===== config.mk =====
export PLATFORM = sky130hd
export DESIGN_NAME = sorted_table_binary_search
export DESIGN_NICKNAME = d
export VERILOG_FILES = /design/src/sts_pkg.sv /design/src/sorted_table_binary_search.sv /design/src/sts_ram.sv /design/src/sts_queue.sv /design/src/sts_front.sv /design/src/sts_back.sv
export SDC_FILE = /design/constraint.sdc
export NUM_CORES = 1
export LEC_CHECK = 0
export BUFFER_PORTS_ARGS = -buffer_cell sky130_fd_sc_hd__clkbuf_2
export CELL_PAD_IN_SITES_DETAIL_PLACEMENT = 0
export CELL_PAD_IN_SITES_GLOBAL_PLACEMENT = 1
export CORE_ASPECT_RATIO = 1.2
export CORE_UTILIZATION = 50
export DETAILED_ROUTE_END_ITERATION = 8
export PLACE_DENSITY = 0.76
export SLEW_MARGIN = 15
export SYNTH_ARGS = -nofsm -noshare
export SYNTH_HDL_FRONTEND = slang
export SYNTH_SLANG_ARGS = --single-unit

===== constraint.sdc =====
create_clock -name clk -period 3.72 [get_ports clk]
set_input_delay 0.372 -clock clk [delete_from_list [all_inputs] [get_ports clk]]
set_output_delay 0.372 -clock clk [all_outputs]
set_load 0.005 [all_outputs]

===== src/sts_pkg.sv =====
// ----------------------------------------------------------------------------
// sts_pkg
// shared defaults and types for the sorted table binary search block
// ----------------------------------------------------------------------------
package sts_pkg;

    localparam int STS_TABLE_DEPTH = 16;
    localparam int STS_KEY_WIDTH   = 32;

    // queue fill status seen by the front and the back
    typedef struct packed {
        logic not_empty;
        logic full;
    } q_status_t;

endpackage


===== src/sorted_table_binary_search.sv =====
// ----------------------------------------------------------------------------
// sorted_table_binary_search
// closed-interval binary search over a table of ascending keys
//
//   channel   signals                                   direction
//   input     in_valid, in_stall, func, entry_index,    in (in_stall out)
//             key_value
//   output    out_valid, out_stall, found, match_index, out (out_stall in)
//             left_bound, right_bound
//   config    cfg_we, cfg_wdata (entries_in_use)        in
//
// a write word goes to the table ram as the back pops it; a search makes p probes,
// where p <= floor(log2(entries)) + 1, each probe a read of the table ram with
// registered output followed by a compare
// reset clears the count and control; table contents are undefined until written
// a two-word queue lets the input run ahead of a stalled search or result
// ----------------------------------------------------------------------------
module sorted_table_binary_search #(
    parameter int TABLE_DEPTH = sts_pkg::STS_TABLE_DEPTH,
    parameter int KEY_WIDTH   = sts_pkg::STS_KEY_WIDTH,
    parameter int IDX_W       = (TABLE_DEPTH > 1) ? $clog2(TABLE_DEPTH) : 1,
    parameter int CNT_W       = $clog2(TABLE_DEPTH + 1)
) (
    input  logic                    clk,
    input  logic                    rst_n,
    input  logic                    cfg_we,
    input  logic [CNT_W-1:0]        cfg_wdata,
    input  logic                    in_valid,
    output logic                    in_stall,
    input  logic                    func,
    input  logic [IDX_W-1:0]        entry_index,
    input  logic [KEY_WIDTH-1:0]    key_value,
    output logic                    out_valid,
    input  logic                    out_stall,
    output logic                    found,
    output logic [IDX_W-1:0]        match_index,
    output logic [CNT_W-1:0]        left_bound,
    output logic signed [CNT_W-1:0] right_bound
);

    import sts_pkg::*;

    localparam int Q_W = IDX_W + KEY_WIDTH + 1;

    q_status_t            q_status;
    logic                 q_push;
    logic                 q_pop;
    logic [Q_W-1:0]       q_push_data;
    logic [Q_W-1:0]       q_pop_data;
    logic                 ram_we;
    logic [IDX_W-1:0]     ram_waddr;
    logic [KEY_WIDTH-1:0] ram_wdata;
    logic [IDX_W-1:0]     ram_raddr;
    logic [KEY_WIDTH-1:0] ram_rdata;

    sts_front #(
        .TABLE_DEPTH (TABLE_DEPTH),
        .KEY_WIDTH   (KEY_WIDTH),
        .IDX_W       (IDX_W)
    ) u_front (
        .func        (func),
        .entry_index (entry_index),
        .key_value   (key_value),
        .in_valid    (in_valid),
        .in_stall    (in_stall),
        .q_status    (q_status),
        .q_push      (q_push),
        .q_data      (q_push_data)
    );

    sts_queue #(
        .WIDTH (Q_W)
    ) u_queue (
        .clk       (clk),
        .rst_n     (rst_n),
        .push      (q_push),
        .push_data (q_push_data),
        .pop       (q_pop),
        .pop_data  (q_pop_data),
        .status    (q_status)
    );

    sts_ram #(
        .WIDTH  (KEY_WIDTH),
        .DEPTH  (TABLE_DEPTH),
        .ADDR_W (IDX_W)
    ) u_ram (
        .clk   (clk),
        .we    (ram_we),
        .waddr (ram_waddr),
        .wdata (ram_wdata),
        .raddr (ram_raddr),
        .rdata (ram_rdata)
    );

    sts_back #(
        .TABLE_DEPTH (TABLE_DEPTH),
        .KEY_WIDTH   (KEY_WIDTH),
        .IDX_W       (IDX_W),
        .CNT_W       (CNT_W)
    ) u_back (
        .clk         (clk),
        .rst_n       (rst_n),
        .cfg_we      (cfg_we),
        .cfg_wdata   (cfg_wdata),
        .q_status    (q_status),
        .q_data      (q_pop_data),
        .q_pop       (q_pop),
        .ram_we      (ram_we),
        .ram_waddr   (ram_waddr),
        .ram_wdata   (ram_wdata),
        .ram_raddr   (ram_raddr),
        .ram_rdata   (ram_rdata),
        .out_valid   (out_valid),
        .out_stall   (out_stall),
        .found       (found),
        .match_index (match_index),
        .left_bound  (left_bound),
        .right_bound (right_bound)
    );

endmodule


===== src/sts_ram.sv =====
// ----------------------------------------------------------------------------
// sts_ram
// generic simple dual port ram, one write and one registered read port
// ----------------------------------------------------------------------------
module sts_ram #(
    parameter int WIDTH = 32,
    parameter int DEPTH = 16,
    parameter int ADDR_W = 4
) (
    input  logic              clk,
    input  logic              we,
    input  logic [ADDR_W-1:0] waddr,
    input  logic [WIDTH-1:0]  wdata,
    input  logic [ADDR_W-1:0] raddr,
    output logic [WIDTH-1:0]  rdata
);

    logic [WIDTH-1:0] mem_reg [DEPTH];
    logic [WIDTH-1:0] rdata_reg;

    always_ff @(posedge clk)
    begin
        if (we)
        begin
            mem_reg[waddr] <= wdata;
        end
        rdata_reg <= mem_reg[raddr];
    end

    assign rdata = rdata_reg;

endmodule


===== src/sts_queue.sv =====
// ----------------------------------------------------------------------------
// sts_queue
// two-entry word queue between the front and the back
// ----------------------------------------------------------------------------
module sts_queue #(
    parameter int WIDTH = 37
) (
    input  logic             clk,
    input  logic             rst_n,
    input  logic             push,
    input  logic [WIDTH-1:0] push_data,
    input  logic             pop,
    output logic [WIDTH-1:0] pop_data,
    output sts_pkg::q_status_t status
);

    import sts_pkg::*;

    logic [WIDTH-1:0] slot_reg [2];
    logic             wr_ptr_reg;
    logic             wr_ptr_next;
    logic             rd_ptr_reg;
    logic             rd_ptr_next;
    logic [1:0]       cnt_reg;
    logic [1:0]       cnt_next;
    logic             do_push;
    logic             do_pop;

    assign status.full      = (cnt_reg == 2'd2);
    assign status.not_empty = (cnt_reg != 2'd0);
    assign do_push          = push && !status.full;
    assign do_pop           = pop && status.not_empty;
    assign pop_data         = slot_reg[rd_ptr_reg];

    always_comb
    begin
        wr_ptr_next = do_push ? !wr_ptr_reg : wr_ptr_reg;
        rd_ptr_next = do_pop ? !rd_ptr_reg : rd_ptr_reg;
        cnt_next    = cnt_reg;
        if (do_push && !do_pop)
        begin
            cnt_next = cnt_reg + 2'd1;
        end
        else if (do_pop && !do_push)
        begin
            cnt_next = cnt_reg - 2'd1;
        end
    end

    always_ff @(posedge clk or negedge rst_n)
    begin
        if (!rst_n)
        begin
            wr_ptr_reg <= 1'b0;
            rd_ptr_reg <= 1'b0;
            cnt_reg    <= 2'd0;
        end
        else
        begin
            wr_ptr_reg <= wr_ptr_next;
            rd_ptr_reg <= rd_ptr_next;
            cnt_reg    <= cnt_next;
        end
    end

    always_ff @(posedge clk)
    begin
        if (do_push)
        begin
            slot_reg[wr_ptr_reg] <= push_data;
        end
    end

endmodule


===== src/sts_front.sv =====
// ----------------------------------------------------------------------------
// sts_front
// input side: accepts words, drops out-of-range writes, queues the rest
// ----------------------------------------------------------------------------
module sts_front #(
    parameter int TABLE_DEPTH = 16,
    parameter int KEY_WIDTH   = 32,
    parameter int IDX_W       = 4
) (
    input  logic                         func,
    input  logic [IDX_W-1:0]             entry_index,
    input  logic [KEY_WIDTH-1:0]         key_value,
    input  logic                         in_valid,
    output logic                         in_stall,
    input  sts_pkg::q_status_t           q_status,
    output logic                         q_push,
    output logic [IDX_W+KEY_WIDTH:0]     q_data
);

    import sts_pkg::*;

    logic idx_in_range;

    assign idx_in_range = (IDX_W + 1)'(entry_index) < (IDX_W + 1)'(TABLE_DEPTH);
    assign in_stall     = q_status.full;
    // a write past the table end is taken and dropped
    assign q_push       = in_valid && !q_status.full && (func || idx_in_range);
    assign q_data       = {func, entry_index, key_value};

endmodule


===== src/sts_back.sv =====
// ----------------------------------------------------------------------------
// sts_back
// table writes, binary search sequencer, count register and result register
// ----------------------------------------------------------------------------
module sts_back #(
    parameter int TABLE_DEPTH = 16,
    parameter int KEY_WIDTH   = 32,
    parameter int IDX_W       = 4,
    parameter int CNT_W       = 5
) (
    input  logic                        clk,
    input  logic                        rst_n,
    input  logic                        cfg_we,
    input  logic [CNT_W-1:0]            cfg_wdata,
    input  sts_pkg::q_status_t          q_status,
    input  logic [IDX_W+KEY_WIDTH:0]    q_data,
    output logic                        q_pop,
    output logic                        ram_we,
    output logic [IDX_W-1:0]            ram_waddr,
    output logic [KEY_WIDTH-1:0]        ram_wdata,
    output logic [IDX_W-1:0]            ram_raddr,
    input  logic [KEY_WIDTH-1:0]        ram_rdata,
    output logic                        out_valid,
    input  logic                        out_stall,
    output logic                        found,
    output logic [IDX_W-1:0]            match_index,
    output logic [CNT_W-1:0]            left_bound,
    output logic signed [CNT_W-1:0]     right_bound
);

    import sts_pkg::*;

    localparam int BND_W = CNT_W + 1;

    localparam logic [1:0] ST_IDLE = 2'd0;
    localparam logic [1:0] ST_READ = 2'd1;
    localparam logic [1:0] ST_CMP  = 2'd2;
    localparam logic [1:0] ST_DONE = 2'd3;

    logic [1:0]              state_reg;
    logic [1:0]              state_next;
    logic [CNT_W-1:0]        count_reg;
    logic [KEY_WIDTH-1:0]    key_reg;
    logic signed [BND_W-1:0] left_reg;
    logic signed [BND_W-1:0] left_next;
    logic signed [BND_W-1:0] right_reg;
    logic signed [BND_W-1:0] right_next;
    logic [IDX_W-1:0]        mid_reg;
    logic                    hit_reg;
    logic                    hit_next;
    logic                    out_valid_reg;
    logic                    found_reg;
    logic [IDX_W-1:0]        match_reg;
    logic [CNT_W-1:0]        left_out_reg;
    logic [CNT_W-1:0]        right_out_reg;

    logic                    q_func;
    logic [IDX_W-1:0]        q_idx;
    logic [KEY_WIDTH-1:0]    q_key;
    logic [CNT_W-1:0]        count_clamped;
    logic signed [BND_W-1:0] count_m1;
    logic signed [BND_W-1:0] span;
    logic signed [BND_W-1:0] mid_full;
    logic signed [BND_W-1:0] mid_ext;
    logic                    out_free;
    logic                    load_out;

    assign {q_func, q_idx, q_key} = q_data;

    assign count_clamped = (count_reg > CNT_W'(TABLE_DEPTH)) ? CNT_W'(TABLE_DEPTH) : count_reg;
    assign count_m1      = signed'({1'b0, count_clamped}) - BND_W'(1);
    assign span          = right_reg - left_reg;
    assign mid_full      = left_reg + (span >>> 1);
    assign mid_ext       = signed'({{(BND_W - IDX_W){1'b0}}, mid_reg});

    assign out_free  = !out_valid_reg || !out_stall;
    assign load_out  = (state_reg == ST_DONE) && out_free;
    assign q_pop     = (state_reg == ST_IDLE) && q_status.not_empty;

    assign ram_we    = q_pop && !q_func;
    assign ram_waddr = q_idx;
    assign ram_wdata = q_key;
    assign ram_raddr = mid_full[IDX_W-1:0];

    always_comb
    begin
        state_next = state_reg;
        left_next  = left_reg;
        right_next = right_reg;
        hit_next   = hit_reg;
        unique case (state_reg)
            ST_IDLE:
            begin
                if (q_pop && q_func)
                begin
                    left_next  = '0;
                    right_next = count_m1;
                    hit_next   = 1'b0;
                    state_next = ST_READ;
                end
            end
            ST_READ:
            begin
                // the probe address goes out here, data is back next cycle
                state_next = (left_reg <= right_reg) ? ST_CMP : ST_DONE;
            end
            ST_CMP:
            begin
                priority if (ram_rdata == key_reg)
                begin
                    hit_next   = 1'b1;
                    state_next = ST_DONE;
                end
                else if (ram_rdata < key_reg)
                begin
                    left_next  = mid_ext + BND_W'(1);
                    state_next = ST_READ;
                end
                else
                begin
                    right_next = mid_ext - BND_W'(1);
                    state_next = ST_READ;
                end
            end
            ST_DONE:
            begin
                if (out_free)
                begin
                    state_next = ST_IDLE;
                end
            end
            default:
            begin
                state_next = ST_IDLE;
            end
        endcase
    end

    always_ff @(posedge clk or negedge rst_n)
    begin
        if (!rst_n)
        begin
            state_reg     <= ST_IDLE;
            count_reg     <= '0;
            out_valid_reg <= 1'b0;
        end
        else
        begin
            state_reg <= state_next;
            if (cfg_we)
            begin
                count_reg <= cfg_wdata;
            end
            if (load_out)
            begin
                out_valid_reg <= 1'b1;
            end
            else if (!out_stall)
            begin
                out_valid_reg <= 1'b0;
            end
        end
    end

    always_ff @(posedge clk)
    begin
        left_reg  <= left_next;
        right_reg <= right_next;
        hit_reg   <= hit_next;
        if (q_pop)
        begin
            key_reg <= q_key;
        end
        if (state_reg == ST_READ)
        begin
            mid_reg <= mid_full[IDX_W-1:0];
        end
        if (load_out)
        begin
            found_reg     <= hit_reg;
            match_reg     <= hit_reg ? mid_reg : '0;
            left_out_reg  <= left_reg[CNT_W-1:0];
            right_out_reg <= right_reg[CNT_W-1:0];
        end
    end

    assign out_valid   = out_valid_reg;
    assign found       = found_reg;
    assign match_index = match_reg;
    assign left_bound  = left_out_reg;
    assign right_bound = signed'(right_out_reg);

endmodule


==> impl_metrics.ini, run 1 <==
[hold_path]
hold_path_class = in -> reg
worstHoldStart = cfg_wdata[1]
hold_path_end = u_back.count_reg[1]
holdPathStages = 2

[sta]
skew_ns = 0.0252
setup_tns_ns = 0
rsz0062_at_grt = no
worst_pin_slew_ns = 1.01
period_needed_ns = 3.45
maxSlewViolCount = 0
finalHoldViolCount = 0
max_slew_margin_pct = 32.2
finalSetupViolCount = 0
timing.fmax_mhz = 290
fin_crit_sh_pct = 92.8

[yosys]
syn_nets = 1487
syn_area_per_cell_sq_um = 19.3
synth-xor-area-share_pct = 0.578
syn_inst = 1390
synth-adder-area-share_pct = 2.39
synth-compound-area-share_pct = 2.03
synth_top_family_by_area = multiplexers
ys_ff_latch = 693
yosysSeqAreaShare_pct = 76.2
synth-warning-count = 0
synth-edff-count = 649
synth_cell_types = 50
synth-simple-area-share_pct = 4.38
synthMuxAreaShare_pct = 12.3
synthArstFlopShare_pct = 1.73
synth_ff_type = edfxtp_1
syn_area_sq_mm = 0.0268

[routing]
wl_per_cell_um = 23.9
postRouteAntennaNets = 0
via_per_inst = 5.66
drcViolationCount = 0
num_vias = 13096
drtIter0Drc = 1088
routed_wl_um = 55300
dr.pass1.iters = 5

[cts]
cts_buffers = 68
cts_buffer_depth = 3
path_clk_slew_ns = 0.06
cts_sinks = 693
ctsHtreeMaxLevel = 3
clockRootBuffer = clkbuf_16
tritoncts = built
clock_latency_ns = 0.59

[flow_run]
cap_violations = 0

[die]
io_pins = 64
die_area_sq_mm = 0.0546
rows = 92
die_w_um = 213
initial_utilization_pct = 50.9
die_h_um = 256
core-area_sq_mm = 0.0527

[worst_setup_path]
rrSetupSlack_ns = 0.27
worstPathArrival_ns = 3.95
r2r_start = u_back.right_reg[0]
crit_type = reg -> reg
reg2reg_depth = 12
cp-start-kind = register
cp-end-kind = register
crit_fanout = 64
crit_required_ns = 4.21
r2r-end = u_ram.rdata[25]

[global_route]
antenna_found_initial = 0
grt_max_degree = 66
grt_use_total_pct = 21.3
grt_pass1_wl_um = 84100
grt_pass1_vias = 13792
overflow = 0

[outcome]
status = complete, no violations

[layout]
fin_cells = 2313
fin_area_sq_mm = 0.0311
antenna_cells = 0
drive_gt1_share_pct = 25.1
area_growth_pct = 16.0
final_common_cell = edfxtp_1
largest_reg_flops = 512
layout_common_cells = 649 x edfxtp_1, 156 x nand2_1, 128 x mux4_2
nNetsFinal = 1655

[placed_design]
dp_hpwl_um = 30200
placed_cell_area_sq_mm = 0.0285
port_buffers = 63
post-place-cells = 2151
place.gp.congestion = 0.753
worst max-delay path, cell delays in order (launching register included):
cell and delay [ns]:
edfxtp_1 0.41, inv_1 0.08, ha_1 0.13, inv_1 0.06, fa_1 0.39, xor2_1 0.21, inv_1 0.09, fa_4 0.85
buf_12 0.34, mux4_2 0.28, nand2_1 0.06, and3_1 0.21, a31oi_1 0.22
cell families after synthesis:
group | Yosys count
AOI/OAI and AO/OA | 85
xor gates and xnor gates | 16
adders and majority gates | 50
buffers and inverters | 115
DFF | 693
muxes | 166
and+or+nand+nor | 265
synth_stat cells (all sizes together) (9+ instances only):
| cell type | n | share of area, % |
|---|---|---|
| ha | 48 | 2.2 |
| xnor2 | 10 | 0.38 |
| dfxtp | 32 | 2.4 |
| edfxtp | 649 | 73 |
| and3 | 33 | 0.77 |
| clkbuf | 24 | 0.35 |
| nor2 | 35 | 0.49 |
| dfrtp | 12 | 1.1 |
| a31oi | 33 | 0.77 |
| inv | 59 | 0.83 |
| buf | 32 | 0.94 |
| mux2 | 38 | 1.6 |
| o21ai | 9 | 0.17 |
| mux4 | 128 | 11 |
| nand3 | 9 | 0.17 |
| nand2 | 156 | 2.2 |
| a21oi | 22 | 0.44 |
area by class of cell:
type / count / area (sq um)
fill: 3898 / 21600
sequential: 693 / 20400
multi-input combinational: 582 / 6010
inverter: 59 / 221
clock buffer: 88 / 1870
timing repair buffer: 154 / 1430
clock inverter: 32 / 283
tap: 705 / 882
layer usage:
layer | vias to the layer above | share of wire [%] | track usage [%]
met2 | 370 | 53 | 36.9
met3 | 89 | 5.3 | 3.72
met5 | - | 0 | 0
met4 | 0 | 2.7 | 7.38
li1 | 5815 | - | -
met1 | 6822 | 39 | 26.8
through the flow:
stage	hold slack [ns]	worst slack, ns	utilization, %
after floorplan	0.0764	0.763	-
after global placement	0.265	0.233	54.2
after detailed placement	0.276	0.261	54.2
after CTS	0.000762	0.236	59.0
after global routing	0.0189	0.0970	59.0
final	0.0331	0.267	59.0
repair_timing:
action	in CTS	in global routing
resized for setup	0	0
setup buffers	0	0
hold buffers	42	0
endpoints found under the hold margin	90	0
worst max path at each step:
stage / from / end / slack (ns) / depth (start not counted)
global placement: u_back.right_reg[0] / u_ram.rdata[25] / 0.23 / 12
floorplan: u_back.right_reg[0] / u_ram.rdata[22] / 0.76 / 12
finish: u_back.right_reg[0] / u_ram.rdata[25] / 0.27 / 12
detailed placement: u_back.right_reg[0] / u_ram.rdata[25] / 0.26 / 12
CTS: u_back.right_reg[0] / u_ram.rdata[25] / 0.24 / 12
global route: u_back.left_reg[0] / u_ram.rdata[17] / 0.1 / 11
Power of run 1 is left out: the tool's default activity adds up to more than one toggle a clock period on the data nets, which glitch-free logic cannot reach.
==> inputs of run 2 (changes only) <==
--- a/config.mk
+++ b/config.mk
@@ -11,7 +11,8 @@
 export CORE_ASPECT_RATIO = 1.2
 export CORE_UTILIZATION = 50
 export DETAILED_ROUTE_END_ITERATION = 8
-export PLACE_DENSITY = 0.76
+export MAX_ROUTING_LAYER = met4
+export PLACE_DENSITY = 0.7
 export SLEW_MARGIN = 15
 export SYNTH_ARGS = -nofsm -noshare
 export SYNTH_HDL_FRONTEND = slang
==> run 2 against run 1 <==
  * Sequential cell count did not move
  * First-iteration DRC count fell by 5.1%
  * Sequential share of layout area fell by 0.13 points
  * Fmax fell by 0.27%
  * Hold slack improved by 0.028 ns
  * Non-clock buffer count fell by 4
  * Global-route usage rose by 0.54 points
  * Critical path depth rose by 1
  * Via count fell by 1.2%
  * Critical endpoint is now u_ram.rdata[6]
==> impl_metrics.ini, run 2 (synthesis gave the netlist of run 1 again) <==
[outcome]
status = complete, no violations

[cts]
clockRootBuffer = clkbuf_16
tritoncts = built
ctsHtreeMaxLevel = 3
path_clk_slew_ns = 0.06
cts_resized = 0
cts_buffer_depth = 3
cts_sinks = 693
post_cts_buffers = 0
clock_latency_ns = 0.61
cts_buffers = 68

[layout]
multiInputGateArea_sq_mm = 0.00601
drive_gt1_share_pct = 25.0
area_growth_pct = 16.3
nFillCells = 4014
final_common_cell = edfxtp_1
nNetsFinal = 1651
layout_common_cells = 649 x edfxtp_1, 156 x nand2_1, 128 x mux4_2
seq_area_sq_mm = 0.0204
antenna_cells = 0
fin_cells = 2314
fin_area_sq_mm = 0.0312
largest_reg_flops = 512

[die]
core-area_sq_mm = 0.0527
die_area_sq_mm = 0.0546
die_w_um = 213
initial_utilization_pct = 50.9
rows = 92
io_pins = 64
die_h_um = 256

[global_route]
grt_max_degree = 66
grt_pass1_vias = 13660
antenna_found_initial = 0
grt_pass1_wl_um = 83000
grt_use_total_pct = 21.8
overflow = 0

[sta]
rsz0062_at_grt = no
max_slew_margin_pct = 29.6
fin_crit_sh_pct = 93.1
maxSlewViolCount = 0
finalHoldViolCount = 0
setup_tns_ns = 0
worst_pin_slew_ns = 1.06
finalSetupViolCount = 0
period_needed_ns = 3.46
skew_ns = 0.0164
timing.fmax_mhz = 289
setup_ws_ns = 0.258

[worst_setup_path]
r2r-end = u_ram.rdata[6]
r2r_start = u_back.right_reg[0]
reg2reg_depth = 13
cp-end-kind = register
worstPathArrival_ns = 3.93
crit_required_ns = 4.19
crit_fanout = 23
cp-start-kind = register
rrSetupSlack_ns = 0.26
crit_start = u_back.right_reg[0]
crit_type = reg -> reg

[routing]
dr.pass1.iters = 5
num_vias = 12933
drtIter0Drc = 1032
wl_per_cell_um = 23.9
postRouteAntennaNets = 0
routed_wl_um = 55400
drcViolationCount = 0
via_per_inst = 5.59

[placed_design]
place_ws_ns = 0.253
post-place-cells = 2146
port_buffers = 63
placed_cell_area_sq_mm = 0.0285
dp_hpwl_um = 28900
place.gp.congestion = 0.761

[hold_path]
hold_path_class = in -> reg
worstHoldStart = key_value[7]
hold_path_end = u_queue.slot_reg[0][7]
holdPathStages = 1

[flow_run]
cap_violations = 0
[run 2: cell count changes in the layout (fill, tap and decap cells not counted), sizes merged]
cell         change
clkbuf           +5
buf              -5
bufinv           +1
inv              +4
dlygate4sd3      +1
clkinv           -5
[run 2: timing repair]
action                                 in CTS  in global routing
endpoints found under the hold margin      90                  0
setup endpoints to repair                   0                  0
hold buffers                               43                  0
[run 2: metal layers]
metal  part of all wire, %  up-vias  GRT usage (%)
li1                      -     5823              -
met1                    41     6728           27.3
met2                    53      303           36.7
met3                   4.4       79           3.21
met4                   2.0        0           6.81
met5                     0        -              -
[run 2: worst max-delay path by stage]
stage                 endpoint  slack (ns)  depth (start not counted)
2_1_floorplan  u_ram.rdata[22]        0.76                         12
3_3_place_gp   u_ram.rdata[21]        0.33                         13
3_5_place_dp   u_ram.rdata[20]        0.25                         12
4_1_cts        u_ram.rdata[11]        0.21                         12
5_1_grt         u_ram.rdata[6]        0.04                         13
6_report        u_ram.rdata[6]        0.26                         13
[run 2: cell type report]
type                    instances  area share (%)
clock buffers                  93            6.02
clock inverters                32            1.08
inverters                      59           0.710
multi-input cells             582            19.3
flip-flops and latches        693            65.5
well taps                     705            2.83
repair buffers                150            4.57
[run 2: per-stage QoR]
step | hold WS (ns) | util (%)
finish | 0.0615 | 59.1
global route | 0.0447 | 59.1
CTS | 0.0508 | 59.1
detailed placement | 0.282 | 54.1
global placement | 0.277 | 54.1
floorplan | 0.0764 | -
[run 2: critical path, stage by stage, from the launching register on]
cell,delay (ns)
edfxtp_1,0.40
inv_1,0.08
ha_1,0.13
inv_1,0.06
fa_1,0.40
xor2_1,0.25
inv_1,0.10
fa_4,0.85
buf_12,0.22
buf_4,0.23
mux4_2,0.31
nand2_1,0.08
and3_1,0.15
a31oi_1,0.04
Power of run 2 is left out for the same reason.
==> inputs of run 3 (changes only) <==
--- a/config.mk
+++ b/config.mk
@@ -12,7 +12,7 @@
 export CORE_UTILIZATION = 50
 export DETAILED_ROUTE_END_ITERATION = 8
 export MAX_ROUTING_LAYER = met4
-export PLACE_DENSITY = 0.7
+export PLACE_DENSITY = 0.79
 export SLEW_MARGIN = 15
 export SYNTH_ARGS = -nofsm -noshare
 export SYNTH_HDL_FRONTEND = slang
==> run 3 against run 2 <==
  * Setup slack got worse by 0.072 ns
  * Count of clock-buffer cells in the layout rose by 2
  * Sequential share of layout area is 0.23 points higher
  * Sequential cell count stayed put
  * Clock skew grew 0.0034 ns
  * Via count grew 1.3%
  * Register-to-register slack got worse by 0.07 ns
  * Critical endpoint is now u_ram.rdata[15]
==> impl_metrics.ini, run 3 (synthesis gave the netlist of run 1 again) <==
[outcome]
status = complete, no violations

[die]
die_w_um = 213
core-area_sq_mm = 0.0527
io_pins = 64
die_area_sq_mm = 0.0546
die_h_um = 256
rows = 92
initial_utilization_pct = 50.9

[routing]
via_per_inst = 5.64
dr.pass1.iters = 5
postRouteAntennaNets = 0
num_vias = 13106
routed_wl_um = 55000
drtIter0Drc = 1035
drcViolationCount = 0
wl_per_cell_um = 23.7

[worst_setup_path]
path_cells = ha_1, inv_1, fa_1, xor2_1, inv_1, fa_4, buf_12, mux4_2, nand2_1, and3_1, a31oi_1
critPathSlowestCell = fa_4
crit_type = reg -> reg
r2r_start = u_back.left_reg[0]
crit_fanout = 52
reg2reg_depth = 11
rrSetupSlack_ns = 0.19
cp-start-kind = register
worstPathArrival_ns = 3.98
path_common_cell = inv_1
cpPeakStageDelay_ns = 0.92
cp-end-kind = register
cp.buffers_inverters = 3
cp_num_cells = 11
critPathTopFamily = adder cells
r2r-end = u_ram.rdata[15]
crit_required_ns = 4.17

[placed_design]
post-place-cells = 2156
dp_hpwl_um = 30800
place.gp.congestion = 0.756
port_buffers = 63

[sta]
finalHoldViolCount = 0
rsz0062_at_grt = no
setup_tns_ns = 0
period_needed_ns = 3.53
worst_pin_slew_ns = 1.12
max_slew_margin_pct = 25.1
maxSlewViolCount = 0
fin_crit_sh_pct = 95.0
finalSetupViolCount = 0
timing.fmax_mhz = 283
timing.hold.ws_ns = 0.108
skew_ns = 0.0198

[layout]
multiInputGateArea_sq_mm = 0.00601
final_common_cell = edfxtp_1
seq_area_sq_mm = 0.0204
drive_gt1_share_pct = 25.5
fin_cells = 2324
largest_reg_flops = 512
nNetsFinal = 1661
area_growth_pct = 15.9
antenna_cells = 0
nFillCells = 3898
layout_common_cells = 649 x edfxtp_1, 156 x nand2_1, 128 x mux4_2

[global_route]
overflow = 0
grt_max_degree = 53
grt_pass1_wl_um = 83700
grt_use_total_pct = 21.7
antenna_found_initial = 0
grt_pass1_vias = 13862

[cts]
path_clk_slew_ns = 0.06
clock_latency_ns = 0.60
post_cts_buffers = 0
tritoncts = built
cts_buffers = 67
cts_resized = 0
cts_buffer_depth = 3
cts_sinks = 693
ctsHtreeMaxLevel = 3
clockRootBuffer = clkbuf_16

[flow_run]
cap_violations = 0

[hold_path]
hold_path_class = in -> reg
hold_path_end = u_back.count_reg[2]
holdPathStages = 2
worstHoldStart = cfg_we
## run 3: cell types whose count changed in the layout (fill, tap and decap cells not counted), moves of 2 or more
cell,before,now
buf_4,16,40
buf_12,28,14
clkbuf_8,4,9
clkinv_2,11,8
clkbuf_16,70,68
clkinvlp_4,1,3
## run 3: how the worst max path moves through the flow
stage                         from               to  slack, ns
2_1_floorplan  u_back.right_reg[0]  u_ram.rdata[22]       0.76
3_3_place_gp   u_back.right_reg[0]  u_ram.rdata[12]       0.34
3_5_place_dp    u_back.left_reg[0]  u_ram.rdata[12]       0.22
4_1_cts         u_back.left_reg[0]  u_ram.rdata[15]       0.19
5_1_grt         u_back.left_reg[0]  u_ram.rdata[20]       0.03
6_report        u_back.left_reg[0]  u_ram.rdata[15]       0.19
## run 3: metal layers
metal | part of all wire [%] | track usage, % | vias to the layer above | wire length, um
met1 | 40 | 27.0 | 6816 | 22100
met5 | 0 | - | - | 0
li1 | - | - | 5827 | -
met2 | 53 | 36.1 | 380 | 28900
met3 | 5.0 | 3.52 | 83 | 2750
met4 | 2.3 | 7.70 | 0 | 1270
## run 3: layout make-up
type	instances	share of cell area, %
clock buffers	95	6.09
well taps	705	2.84
flip-flops and latches	693	65.7
repair buffers	161	4.30
multi-input cells	582	19.3
clock inverters	29	0.978
inverters	59	0.713
## run 3: timing repair
action / 4_1_cts / 5_1_grt
hold buffers: 44 / 0
hold endpoints to repair: 92 / 0
setup endpoints to repair: 0 / 0
## run 3: worst reg2reg max path: stages, from the launching register on
cell and delay [ns]:
edfxtp_1 0.46, ha_1 0.18, inv_1 0.06, fa_1 0.41, xor2_1 0.26, inv_1 0.10, fa_4 0.92, buf_12 0.33
mux4_2 0.40, nand2_1 0.08, and3_1 0.14, a31oi_1 0.04
## run 3: per-stage QoR
step / util [%] / area (sq um) / setup WS, ns
floorplan: - / 26800 / 0.763
global placement: 53.9 / 28400 / 0.336
detailed placement: 53.9 / 28400 / 0.224
CTS: 58.9 / 31100 / 0.193
global route: 58.9 / 31100 / 0.0256
finish: 58.9 / 31100 / 0.186
Power of run 3 is left out for the same reason.
